$ cat src/hw/rtl/alias_table_sampler_assert.svh
// Assertion macros used by the alias table sampler back end.
`ifndef ALIAS_TABLE_SAMPLER_ASSERT_SVH
`define ALIAS_TABLE_SAMPLER_ASSERT_SVH
`ifndef ASSERT_OFF
// Same-cycle implication, clocked on clk, disabled in reset.
`define ATS_ASSERT_NOW(lbl, ante, cons, msg) \
    lbl: assert property (@(posedge clk) disable iff (!rst_n) (ante) |-> (cons)) \
        else $error(msg);
// Next-cycle implication, clocked on clk, disabled in reset.
`define ATS_ASSERT_NEXT(lbl, ante, cons, msg) \
    lbl: assert property (@(posedge clk) disable iff (!rst_n) (ante) |=> (cons)) \
        else $error(msg);
`else
`define ATS_ASSERT_NOW(lbl, ante, cons, msg)
`define ATS_ASSERT_NEXT(lbl, ante, cons, msg)
`endif
`endif

$ cat src/hw/rtl/ats_pkg.sv
// Types, constants and helpers for the alias table sampler.
package ats_pkg;

    localparam int MAX_N     = 256;
    localparam int IDX_W     = 8;
    localparam int N_W       = 9;
    localparam int WGT_W     = 16;
    localparam int RND_W     = 16;
    localparam int FRAC_W    = 16;
    localparam int SUM_W     = 24;
    localparam int PROB_W    = 25;
    localparam int DIVD_W    = SUM_W + FRAC_W;
    localparam int QDEPTH    = 2;

    localparam logic [N_W-1:0]    N_MAX   = N_W'(MAX_N);
    localparam logic [PROB_W-1:0] ONE_FIX = PROB_W'(1) << FRAC_W;
    localparam logic [5:0]        DIV_LAST = 6'(DIVD_W - 1);

    // Error codes
    localparam logic [1:0] ERR_OK       = 2'd0;
    localparam logic [1:0] ERR_ZERO_SUM = 2'd1;
    localparam logic [1:0] ERR_NO_TABLE = 2'd2;

    typedef struct packed {
        logic             op;
        logic [IDX_W-1:0] weight_index;
        logic [WGT_W-1:0] weight;
        logic             last_weight;
        logic [RND_W-1:0] rand_bucket;
        logic [RND_W-1:0] rand_accept;
    } ats_in_t;

    typedef struct packed {
        logic [IDX_W-1:0] sample;
        logic             sample_valid;
        logic             table_ready;
        logic [1:0]       error_code;
    } ats_out_t;

    typedef enum logic [1:0] {
        CMD_LOAD   = 2'd0,
        CMD_BUILD  = 2'd1,
        CMD_SAMPLE = 2'd2
    } cmd_kind_t;

    typedef struct packed {
        cmd_kind_t        kind;
        logic [IDX_W-1:0] index;
        logic [WGT_W-1:0] weight;
        logic [RND_W-1:0] u1;
        logic [RND_W-1:0] u2;
    } ats_cmd_t;

    // Queue status seen by the front and back end
    typedef struct packed {
        logic full;
        logic empty;
    } ats_qstat_t;

    // Clamp the element count register into 1..MAX_N
    function automatic logic [N_W-1:0] eff_n(input logic [N_W-1:0] v);
        logic [N_W-1:0] r;
        r = v;
        if (v == '0) r = N_W'(1);
        else if (v > N_MAX) r = N_MAX;
        return r;
    endfunction

endpackage

$ cat src/hw/rtl/ats_queue.sv
// Short command queue between front and back end.
module ats_queue
    import ats_pkg::*;
(
    input  logic       clk,
    input  logic       rst_n,
    input  logic       push,
    input  ats_cmd_t   push_cmd,
    input  logic       pop,
    output ats_cmd_t   head,
    output ats_qstat_t stat
);

    localparam int PW = $clog2(QDEPTH);

    ats_cmd_t        slot_reg [QDEPTH];
    logic [PW-1:0]   wr_ptr_reg;
    logic [PW-1:0]   rd_ptr_reg;
    logic [PW:0]     count_reg;

    assign head       = slot_reg[rd_ptr_reg];
    assign stat.full  = (count_reg == (PW+1)'(QDEPTH));
    assign stat.empty = (count_reg == '0);

    // pointers and fill level
    always_ff @(posedge clk or negedge rst_n)
    begin
        if (!rst_n)
        begin
            wr_ptr_reg <= '0;
            rd_ptr_reg <= '0;
            count_reg  <= '0;
        end
        else
        begin
            if (push)
                wr_ptr_reg <= wr_ptr_reg + PW'(1);
            if (pop)
                rd_ptr_reg <= rd_ptr_reg + PW'(1);
            if (push && !pop)
                count_reg <= count_reg + (PW+1)'(1);
            else if (pop && !push)
                count_reg <= count_reg - (PW+1)'(1);
        end
    end

    // storage
    always_ff @(posedge clk)
    begin
        if (push)
            slot_reg[wr_ptr_reg] <= push_cmd;
    end

endmodule

$ cat config.mk
export PLATFORM = sky130hd
export DESIGN_NAME = ats_queue
export DESIGN_NICKNAME = d
export VERILOG_FILES = /design/src/hw/rtl/alias_table_sampler_assert.svh /design/src/hw/rtl/ats_pkg.sv /design/src/hw/rtl/ats_queue.sv
export SDC_FILE = /design/constraint.sdc
export NUM_CORES = 1
export LEC_CHECK = 0
export BUFFER_PORTS_ARGS = -buffer_cell sky130_fd_sc_hd__buf_2
export CAP_MARGIN = 20
export CORE_AREA = 2 2 101 93
export CTS_CLUSTER_DIAMETER = 60
export DETAILED_ROUTE_END_ITERATION = 6
export DIE_AREA = 0 0 103 95
export GPL_ROUTABILITY_DRIVEN = 0
export HOLD_SLACK_MARGIN = 0.06
export MAX_ROUTING_LAYER = met4
export PLACE_DENSITY = 0.78
export SKIP_CTS_REPAIR_TIMING = 1
export SLEW_MARGIN = 40
export SYNTH_ARGS = -nofsm -noshare
export SYNTH_HDL_FRONTEND = slang
export SYNTH_SLANG_ARGS = --single-unit
$ cat constraint.sdc
create_clock -name clk -period 3.9 [get_ports clk]
set_clock_uncertainty 0.05 [all_clocks]
set_input_delay 0.195 -clock clk [delete_from_list [all_inputs] [get_ports clk]]
set_output_delay 0.195 -clock clk [all_outputs]
set_load 0.1 [all_outputs]
# Yosys cells after proc, flatten, opt, wreduce, memory -nomap -nowiden
# Memories as Yosys holds them, arrays and structs flattened.
# Index checks and enable logic that the tools add are counted.
# W data, S select, Z words.
dict set report totals {
  reg_bits 4
  latchBits 0
  mem_bits_rw 116
  rom_bits 0
  inputBits 62
  out_inout_bits 60
  mem_count 1
}
dict set report op_classes {
  add_sub_neg 4
  n_mul 0
  div_mod_pow 0
  n_lt_le_gt_ge 0
  n_eq_ne 1
  n_shift 0
  n_mux 4
  n_bitwise 0
  reduce_logical 6
}
# name depth word_bits read_ports rd_ports_with_merged_regs wr line_no
set memory_table {}
lappend memory_table {slot_reg 2 58 1 0 1 ats_queue.sv:16} ;# ats_cmd_t slot_reg [QDEPTH];
# op count
set op_table {}
lappend op_table {{$mux W2} 2}
lappend op_table {{$add A1 B1 Y1 const B} 2}
lappend op_table {{$add A2 B1 Y2 const B} 1}
lappend op_table {{$eq A2 B2 Y1 const B} 1}
lappend op_table {{$logic_and A1 B1 Y1} 2}
lappend op_table {{$logic_not A1 Y1} 2}
lappend op_table {{$logic_not A2 Y1} 1}
lappend op_table {{$mux W1} 2}
lappend op_table {{$reduce_bool A2 Y1} 1}
lappend op_table {{$sub A2 B1 Y2 const B} 1}

# Logic depth before layout (Yosys ltp)
# Gate-level depths: netlist of the first run.
dict set report logic_depth {
  ltp_word 4
  mapped_depth 5
  ltp_nobuf 5
}

# Worst setup path after synthesis of the first run
# Ideal clock, no wire load.
dict set report synth_timing {
  path_kind {register to register}
  startpoint {register wr_ptr_reg}
  endpoint {memory slot_reg[0][0] (netlist name) (enable)}
  setup_time_ns 0.481
  arrival_ns 2.984
  setup_slack_ns 0.385
  stages_incl_launch_ff 2
  synth_period_minus_slack_ns 3.515
  cell_sequence {dfrtp_1 > nor2b_1}
}
# element line_no
set synth_rtl {}
lappend synth_rtl {{from (decl)} ats_queue.sv:17} ;# logic [PW-1:0] wr_ptr_reg;
lappend synth_rtl {{from (signal assigned)} ats_queue.sv:37} ;# wr_ptr_reg <= wr_ptr_reg + PW'(1);
lappend synth_rtl {{to (decl)} ats_queue.sv:16}
# Straight into the memory's write port.

==> results by group, run 1 <==
Global routing
  • Vias in the first global route: 2295
  • First-pass GRT wire length: between 10000 and 15000 um
  • Grt ovf: 0
  • GRT Resource Usage Total: 0.169
  • Largest net degree at the start of global routing: 34
  • Initial antenna violation count: 0

Routing
  • 1st-iter DRT viols: 75
  • Total number of vias: 2524
  • Metal2 WL: 4700 um
  • Routed WL: slightly below 9000 um
  • Antenna-violating nets left: 0
  • Top routing layer in use: met4
  • Via/cell ratio: 4.74
  • DRC Markers: 0
  • Metal-1 WL: 3520 um
  • Met3 WL: around 440 um
  • DRT Pass-1 Iters: 6
  • Routed wire per std cell: 16.4 um

Finish
  • Fin cells: 533
  • Area of the multi-input gates: about 800 sq um
  • Largest register FFs: 116
  • Layout cells sized above 1: 0.526
  • ANT cells: 0
  • Register area: 3580 sq um
  • Syn-to-layout area delta: 44.7%
  • Fin util: 0.723
  • Nets: 461
  • Fillers: a little under 600

Run status
  • Outcome: finished, final reports clean

Placement
  • Dpl hpwl: 4850 um
  • Placed Cells: 438
  • PortBufs: 121

STA
  • Fin crit share: 0.682
  • F_max: roughly 380 MHz
  • Final setup viols: 0
  • Unrepaired setup endpoints after global routing: false
  • Crit path time final: ~2.7 ns
  • Fin. max-slew vios: 0
  • Final number of hold-violating endpoints: 0
  • Post-Route Setup TNS: 0 ns
  • Worst Tran Pin Value: 0.747 ns
  • Max-slew headroom: 0.502

Yosys
  • Cells after synthesis: 197
  • Syn Nets: 260
  • Synth top area cells: edfxtp_1 79%, mux2_2 12%, mux2_4 3.4%
  • Post-synth top area share: 0.788
  • Sequential-to-total area share from yosys stat: 0.811
  • Largest area contributor in the netlist: edfxtp_1
  • Netlist Area Pre-Place: approximately 4400 sq um
  • Post-synthesis cell type count: 14
  • Yosys reg bits: 120
  • Yosys warns: 0
  • Syn Area/Cell: 22.4 sq um

Critical path
  • Critical Path AT: 2.41 ns
  • CP max FO: 30
  • Crit path kind: flip-flop to output pin
  • CP Launch Type: flip-flop
  • CP Capture Type: output pin
  • Worst-case reg-to-reg path depth: 2
  • Critical Path RT: 3.65 ns

CTS
  • CTS tree: done
  • Clock Path Buffers: 2
  • Worst skew pair latency: 0.50 ns
  • Root buf cell: clkbuf_8
  • H-tree levels: 4
  • Num Clock Sinks: 120
  • Clock-pin slew on the worst setup and hold paths: 0.06 ns
  • TritonCTS Buffers: 17

Floorplan
  • Die width: 103 um
  • Std-Cell Rows: 33
  • Initial Utilization: 0.500
  • Ports: roughly 120
  • Die area: 9790 sq um
  • Die Height: 95 um
  • Core outline area: 8840 sq um

Flow run
  • Max_cap viols: 0

Hold path
  • Hold Path Class: input pin to flip-flop
  • Hold depth: 3
layout make-up:
type / count / share of cell area
sequential: 120 / 0.561
timing repair buffer: 189 / 0.202
multi-input combinational: 69 / 0.123
clock buffer: 18 / 0.0654
clock inverter: 14 / 0.0247
tap: 122 / 0.0239
inverter: 1 / 0.000587
path summary, 6_finish.rpt:
path / start / end / slack (ns)
worst min register to register: count_reg[1] / count_reg[1] / 0.45
worst max register to register: wr_ptr_reg / slot_reg[1][32] / 2.14
min in group asynchronous: rst_n / wr_ptr_reg / 0.58
worst min-delay path: pop / rd_ptr_reg / 0.37
worst max-delay path: rd_ptr_reg / head[13] / 1.24
max in group asynchronous: rst_n / rd_ptr_reg / 3.03
worst max-delay path: stages (launching register included):
cell	delay, ns
dfrtp_2	0.84
buf_4	0.38
mux2_2	0.39
buf_2	0.30
cell usage in the layout, fill, tap and decap left out, drive strengths merged:
| master | netlist | routed |
|---|---|---|
| buf | 7 | 127 |
| edfxtp | 116 | 116 |
| dlygate4sd3 | 0 | 62 |
| mux2 | 58 | 58 |
| clkbuf | 0 | 18 |
| clkinv | 0 | 9 |
| xor2 | 4 | 4 |
| dfrtp | 4 | 4 |
| bufinv | 0 | 3 |
| nor2 | 2 | 2 |
| clkinvlp | 0 | 2 |
| nor2b | 2 | 2 |
| inv | 1 | 1 |
| and2 | 1 | 1 |
| xnor2 | 1 | 1 |
| ha | 1 | 1 |
cells in the mapped netlist:
master	instances
nor2_1	2
xnor2_1	1
buf_6	2
xor2_1	4
nor2b_1	2
inv_1	1
buf_8	1
and2_1	1
dfrtp_1	4
ha_1	1
buf_2	4
edfxtp_1	116
mux2_4	10
mux2_2	48
per-stage QoR:
| step | area, sq um | hold WS [ns] | setup WS (ns) |
|---|---|---|---|
| after floorplan | 4420 | -0.151 | 0.385 |
| after global placement | 5170 | -0.0472 | 1.74 |
| after detailed placement | 5170 | -0.0442 | 1.72 |
| after CTS | 5740 | -0.585 | 1.18 |
| after global routing | 6390 | 0.339 | 1.08 |
| final | 6390 | 0.368 | 1.24 |
routing by layer:
metal,vias to the layer above,global-route usage
li1,1176,-
met1,1247,0.188
met2,93,0.272
met3,8,0.0725
met4,0,0.0603
met5,-,-
cells by family (layout without fill, tap and decap cells):
group	after synthesis	after routing	share of synthesized area
xor gates and xnor gates	5	5	0.00991
adders and majority gates	1	1	0.00283
buffers and inverters	8	222	0.0139
DFF	120	120	0.811
muxes	58	58	0.156
and+or+nand+nor	5	5	0.00595
Power of run 1 is left out: the tool's default activity adds up to more than one toggle a clock period on the data nets, which glitch-free logic cannot reach.
==> inputs of run 2 (changes only) <==
--- a/config.mk
+++ b/config.mk
@@ -5,6 +5,7 @@
 export SDC_FILE = /design/constraint.sdc
 export NUM_CORES = 1
 export LEC_CHECK = 0
+export ABC_AREA = 1
 export BUFFER_PORTS_ARGS = -buffer_cell sky130_fd_sc_hd__buf_2
 export CAP_MARGIN = 20
 export CORE_AREA = 2 2 101 93
==> constraint.sdc (replaced) <==
create_clock -name clk -period 2.5 [get_ports clk]
set_clock_uncertainty 0.05 [all_clocks]
set_input_delay 0.125 -clock clk [delete_from_list [all_inputs] [get_ports clk]]
set_output_delay 0.125 -clock clk [all_outputs]
set_load 0.1 [all_outputs]
==> results by group, run 2 <==
Critical path
  • Critical Path AT: 1.96 ns (-0.45 ns)
  • R2r setup slk: 1.12 ns (-1.02 ns)
  • Crit path kind: flip-flop to output pin
  • Critical path buffer and inverter count: 2 (unchanged)
  • Worst reg2reg path startpoint: wr_ptr_reg
  • Worst R2R End: slot_reg[0][6]
  • CP max FO: 30 (unchanged)
  • Worst path slowest cell: buf_4
  • CP Capture Type: output pin
  • Worst-case reg-to-reg path depth: 2 (unchanged)
  • Critical Path RT: 2.33 ns (-1.32 ns)
  • CP Cell Sequence: buf_4 > mux2_2 > buf_2
  • Max incr delay on CP: 0.40 ns (-0.44 ns)
  • CP Launch Type: flip-flop
  • Cell family with most CP delay: buffers and inverters

Global routing
  • Vias in the first global route: 2321 (+1.1%)
  • Initial antenna violation count: 0 (unchanged)
  • Grt ovf: 0 (unchanged)
  • GRT Resource Usage Total: 0.168 (-0.000985)
  • First-pass GRT wire length: 11200 um (-0.19%)
  • Largest net degree at the start of global routing: 37 (+8.8%)

Yosys
  • Yosys warns: 0 (unchanged)
  • Synth top area cells: edfxtp_1 78%, mux2_2 12%, mux2_4 3.4%
  • Netlist Area Pre-Place: 4440 sq um (+0.45%)
  • Sequential-to-total area share from yosys stat: 0.807 (-0.00366)
  • Syn Area/Cell: 21.5 sq um (-3.9%)
  • Largest area contributor in the netlist: edfxtp_1
  • Syn Nets: 269 (+3.5%)
  • Post-synthesis cell type count: 15 (+1)
  • Number of synthesized flops with an enable pin: 116 (unchanged)
  • Dominant synthesized flop cell: edfxtp_1
  • Asr flop ratio synth: 0.0333 (unchanged)
  • Yosys reg bits: 120 (unchanged)
  • Cells after synthesis: 206 (+4.6%)
  • Synth top cells by count: 116 x edfxtp_1, 48 x mux2_2, 10 x mux2_4, 7 x inv_1, 5 x nand2_1
  • Most common cell in the synthesized netlist: edfxtp_1
  • Post-synth top area share: 0.785 (-0.00356)

STA
  • Fin. max-slew vios: 0 (unchanged)
  • Worst Tran Pin Value: 0.501 ns (-0.246 ns)
  • Final setup viols: 0 (unchanged)
  • Crit path time final: around 2.1 ns
  • Final number of hold-violating endpoints: 0 (unchanged)
  • Worst hold slack: 0.289 ns (-0.0793 ns)
  • Unrepaired setup endpoints after global routing: false
  • Post-Route Setup TNS: 0 ns (unchanged)
  • Fin crit share: 0.855
  • F_max: about 470 MHz
  • Max-slew headroom: 0.668 (+0.166)

Placement
  • Cell Area, Placed: 5190 sq um (+0.51%)
  • PortBufs: 121 (unchanged)
  • Dpl hpwl: 4860 um (+0.20%)

Routing
  • DRC Markers: 0 (unchanged)
  • DRT Pass-1 Iters: 4 (-2)
  • Routed WL: 8620 um (-1.5%)
  • Antenna-violating nets left: 0 (unchanged)
  • Routed wire per std cell: 15.9 um (-3.0%)
  • Via/cell ratio: 4.75 (+0.32%)
  • 1st-iter DRT viols: 113 (+51%)
  • Total number of vias: 2570 (+1.8%)

Floorplan
  • Die width: 103 um (unchanged)
  • Die Height: 95 um (unchanged)
  • Std-Cell Rows: 33 (unchanged)
  • Die area: 9790 sq um (unchanged)
  • Initial Utilization: 0.502 (+0.00227)
  • Ports: 122 (unchanged)
  • Core outline area: 8840 sq um (unchanged)

Finish
  • Most frequent cells in the layout: 121 x buf_2, 116 x edfxtp_1, 62 x dlygate4sd3_1
  • Layout cells sized above 1: 0.508 (-0.0172)
  • Largest register FFs: 116 (unchanged)
  • Commonest non-fill, non-tap cell in the layout: buf_2
  • ANT cells: 0 (unchanged)
  • Nets: 470 (+2.0%)
  • Syn-to-layout area delta: 41.9%
  • Design Area, Final: 6300 sq um (-1.5%)

Hold path
  • Endpoint of the worst hold path: slot_reg[0][30]
  • Hold Path Class: input pin to flip-flop
  • Hold Path Origin: push_cmd[30]
  • Hold depth: 2 (-1)

CTS
  • CTS tree: done
  • Clock-pin slew on the worst setup and hold paths: 0.05 ns (about the same)
  • H-tree levels: 4 (unchanged)
  • Worst skew pair latency: 0.50 ns (about the same)
  • Num Clock Sinks: 120 (unchanged)
  • Clock Path Buffers: 2 (unchanged)
  • Root buf cell: clkbuf_8
  • TritonCTS Buffers: 17 (unchanged)

Run status
  • Outcome: finished, final reports clean

Flow run
  • Max_cap viols: 0 (unchanged)
## run 2: routing by layer
layer | track usage | up-vias | wire [um] | part of all wire
met3 | 0.0637 | 17 | 446 | 0.052
met2 | 0.274 | 90 | 4630 | 0.54
met4 | 0.0789 | 0 | 167 | 0.019
met1 | 0.181 | 1259 | 3380 | 0.39
met5 | - | - | 0 | 0
li1 | - | 1204 | - | -
## run 2: area by class of cell
cell class              count  area (sq um)
clock inverters            12          62.6
inverters                   7          26.3
well taps                 122           153
flip-flops and latches    120          3580
clock buffers              19           422
multi-input cells          72           778
repair buffers            189          1270
fillers                   580          2540
## run 2: logic make-up after synthesis
family | count (synthesis) | synth area share
xor+xnor | 3 | 0.00592
fa+ha+maj | 1 | 0.00282
flops | 120 | 0.807
simple gates | 10 | 0.00930
mux | 58 | 0.156
buf+inv | 14 | 0.0189
## run 2: stage by stage
stage | worst slack [ns] | utilization | instances
5_1_grt | 0.282 | 0.713 | 541
2_1_floorplan | 0.100 | - | 206
3_3_place_gp | 0.903 | 0.588 | 448
4_1_cts | 0.340 | 0.642 | 479
6_report | 0.362 | 0.713 | 541
3_5_place_dp | 0.889 | 0.588 | 448
## run 2: worst max path at each step
stage                           to        from  slack [ns]  depth (start not counted)
global route               head[1]  rd_ptr_reg        0.28                          3
CTS                       head[37]  rd_ptr_reg        0.34                          3
floorplan           slot_reg[0][0]  wr_ptr_reg        0.10                          1
detailed placement        head[37]  rd_ptr_reg        0.89                          3
finish                     head[1]  rd_ptr_reg        0.36                          3
global placement          head[37]  rd_ptr_reg        0.90                          3
Power of run 2 is left out for the same reason.
==> inputs of run 3 (changes only) <==
--- a/config.mk
+++ b/config.mk
@@ -15,7 +15,7 @@
 export GPL_ROUTABILITY_DRIVEN = 0
 export HOLD_SLACK_MARGIN = 0.06
 export MAX_ROUTING_LAYER = met4
-export PLACE_DENSITY = 0.78
+export PLACE_DENSITY = 0.86
 export SKIP_CTS_REPAIR_TIMING = 1
 export SLEW_MARGIN = 40
 export SYNTH_ARGS = -nofsm -noshare
==> results by group, run 3 (synthesis gave the netlist of run 2 again) <==
Run status
  • Outcome: finished, final reports clean

Floorplan
  • Die Height: 95 um (unchanged)
  • Initial Utilization: 0.502 (unchanged)
  • Die area: 9790 sq um (unchanged)
  • Die width: 103 um (unchanged)
  • Core outline area: 8840 sq um (unchanged)
  • Ports: 122 (unchanged)
  • Std-Cell Rows: 33 (unchanged)

STA
  • Crit path time final: 2.17 ns (+0.0331 ns)
  • Max-slew headroom: 0.667 (-0.000991)
  • Final number of hold-violating endpoints: 0 (unchanged)
  • Worst Tran Pin Value: 0.503 ns (+0.00150 ns)
  • Final setup viols: 0 (unchanged)
  • F_max: 461 MHz (-1.5%)
  • Post-Route Setup TNS: 0 ns (unchanged)
  • Unrepaired setup endpoints after global routing: false
  • Fin. max-slew vios: 0 (unchanged)
  • Fin crit share: 0.868 (+0.0133)

Global routing
  • First-pass GRT wire length: 11500 um (+3.1%)
  • Vias in the first global route: 2415 (+4.0%)
  • Grt ovf: 0 (unchanged)
  • GRT Resource Usage Total: 0.170 (+0.00175)
  • Initial antenna violation count: 0 (unchanged)
  • Largest net degree at the start of global routing: 36 (-2.7%)

Critical path
  • Critical Path AT: 2.00 ns (+0.04 ns)
  • CP Cell Sequence: buf_4 > mux2_2 > buf_2
  • CP Launch Type: flip-flop
  • CP max FO: 33 (+10%)
  • Critical Path RT: 2.33 ns (about the same)
  • Crit path kind: flip-flop to output pin
  • Worst path slowest cell: buf_4
  • Max incr delay on CP: 0.42 ns (+0.02 ns)
  • CP Capture Type: output pin

Flow run
  • Max_cap viols: 0 (unchanged)

Finish
  • Largest register FFs: 116 (unchanged)
  • Most frequent cells in the layout: 121 x buf_2, 116 x edfxtp_1, 62 x dlygate4sd3_1
  • Syn-to-layout area delta: 43.0%
  • Layout cells sized above 1: 0.524 (+0.0155)
  • Fin cells: 542 (+0.18%)
  • Commonest non-fill, non-tap cell in the layout: buf_2
  • Nets: 470 (unchanged)
  • ANT cells: 0 (unchanged)

Routing
  • Via/cell ratio: 4.70 (-1.1%)
  • Antenna-violating nets left: 0 (unchanged)
  • DRC Markers: 0 (unchanged)
  • Routed WL: 8990 um (+4.3%)
  • Total number of vias: 2547 (-0.89%)
  • Routed wire per std cell: 16.6 um (+4.1%)
  • 1st-iter DRT viols: 85 (-25%)
  • DRT Pass-1 Iters: 4 (unchanged)

CTS
  • Num Clock Sinks: 120 (unchanged)
  • Worst skew pair latency: 0.50 ns (about the same)
  • Clock-pin slew on the worst setup and hold paths: 0.06 ns (about the same)
  • TritonCTS Buffers: 17 (unchanged)
  • H-tree levels: 4 (unchanged)
  • Clock Path Buffers: 2 (unchanged)
  • CTS tree: done
  • Root buf cell: clkbuf_8

Placement
  • PortBufs: 121 (unchanged)
  • Placed Cells: 448 (unchanged)
  • Dpl hpwl: 5040 um (+3.8%)

Hold path
  • Hold Path Class: input pin to flip-flop
==> run 3: critical path: cells and delay by family, from the launching register on <==
family	cells	cell delay, ns
mux	1	0.40
flops	1	0.36
buf+inv	2	0.71
==> run 3: worst paths after layout <==
path	from	endpoint	slack [ns]	cells after the start
min in group asynchronous	rst_n	count_reg[0]	0.52	3
worst min-delay path	push_cmd[52]	slot_reg[0][52]	0.29	2
worst max register to register	wr_ptr_reg	slot_reg[1][20]	1.09	3
worst max-delay path	rd_ptr_reg	head[2]	0.33	3
worst min register to register	count_reg[1]	count_reg[1]	0.45	2
max in group asynchronous	rst_n	rd_ptr_reg	1.67	3
==> run 3: cell type report <==
type / instances / area, sq um
Fill cell: 581 / 2490
Inverter: 7 / 26.3
Tap cell: 122 / 153
Sequential cell: 120 / 3580
Timing Repair Buffer: 189 / 1270
Clock buffer: 17 / 414
Multi-Input combinational cell: 72 / 778
Clock inverter: 15 / 120
==> run 3: per-layer routing <==
metal,track usage,share of wire
met5,-,0
met1,0.180,0.39
met3,0.0696,0.043
met4,0.0658,0.0068
met2,0.283,0.56
==> run 3: stage by stage <==
step	instance area (sq um)	setup slack [ns]	utilization	hold WS, ns
floorplan	4440	0.100	-	-0.221
global placement	5190	0.858	0.588	-0.109
detailed placement	5190	0.843	0.588	-0.105
CTS	5730	0.285	0.648	-0.647
global route	6350	0.243	0.718	0.275
finish	6350	0.329	0.718	0.292
Power of run 3 is left out for the same reason.
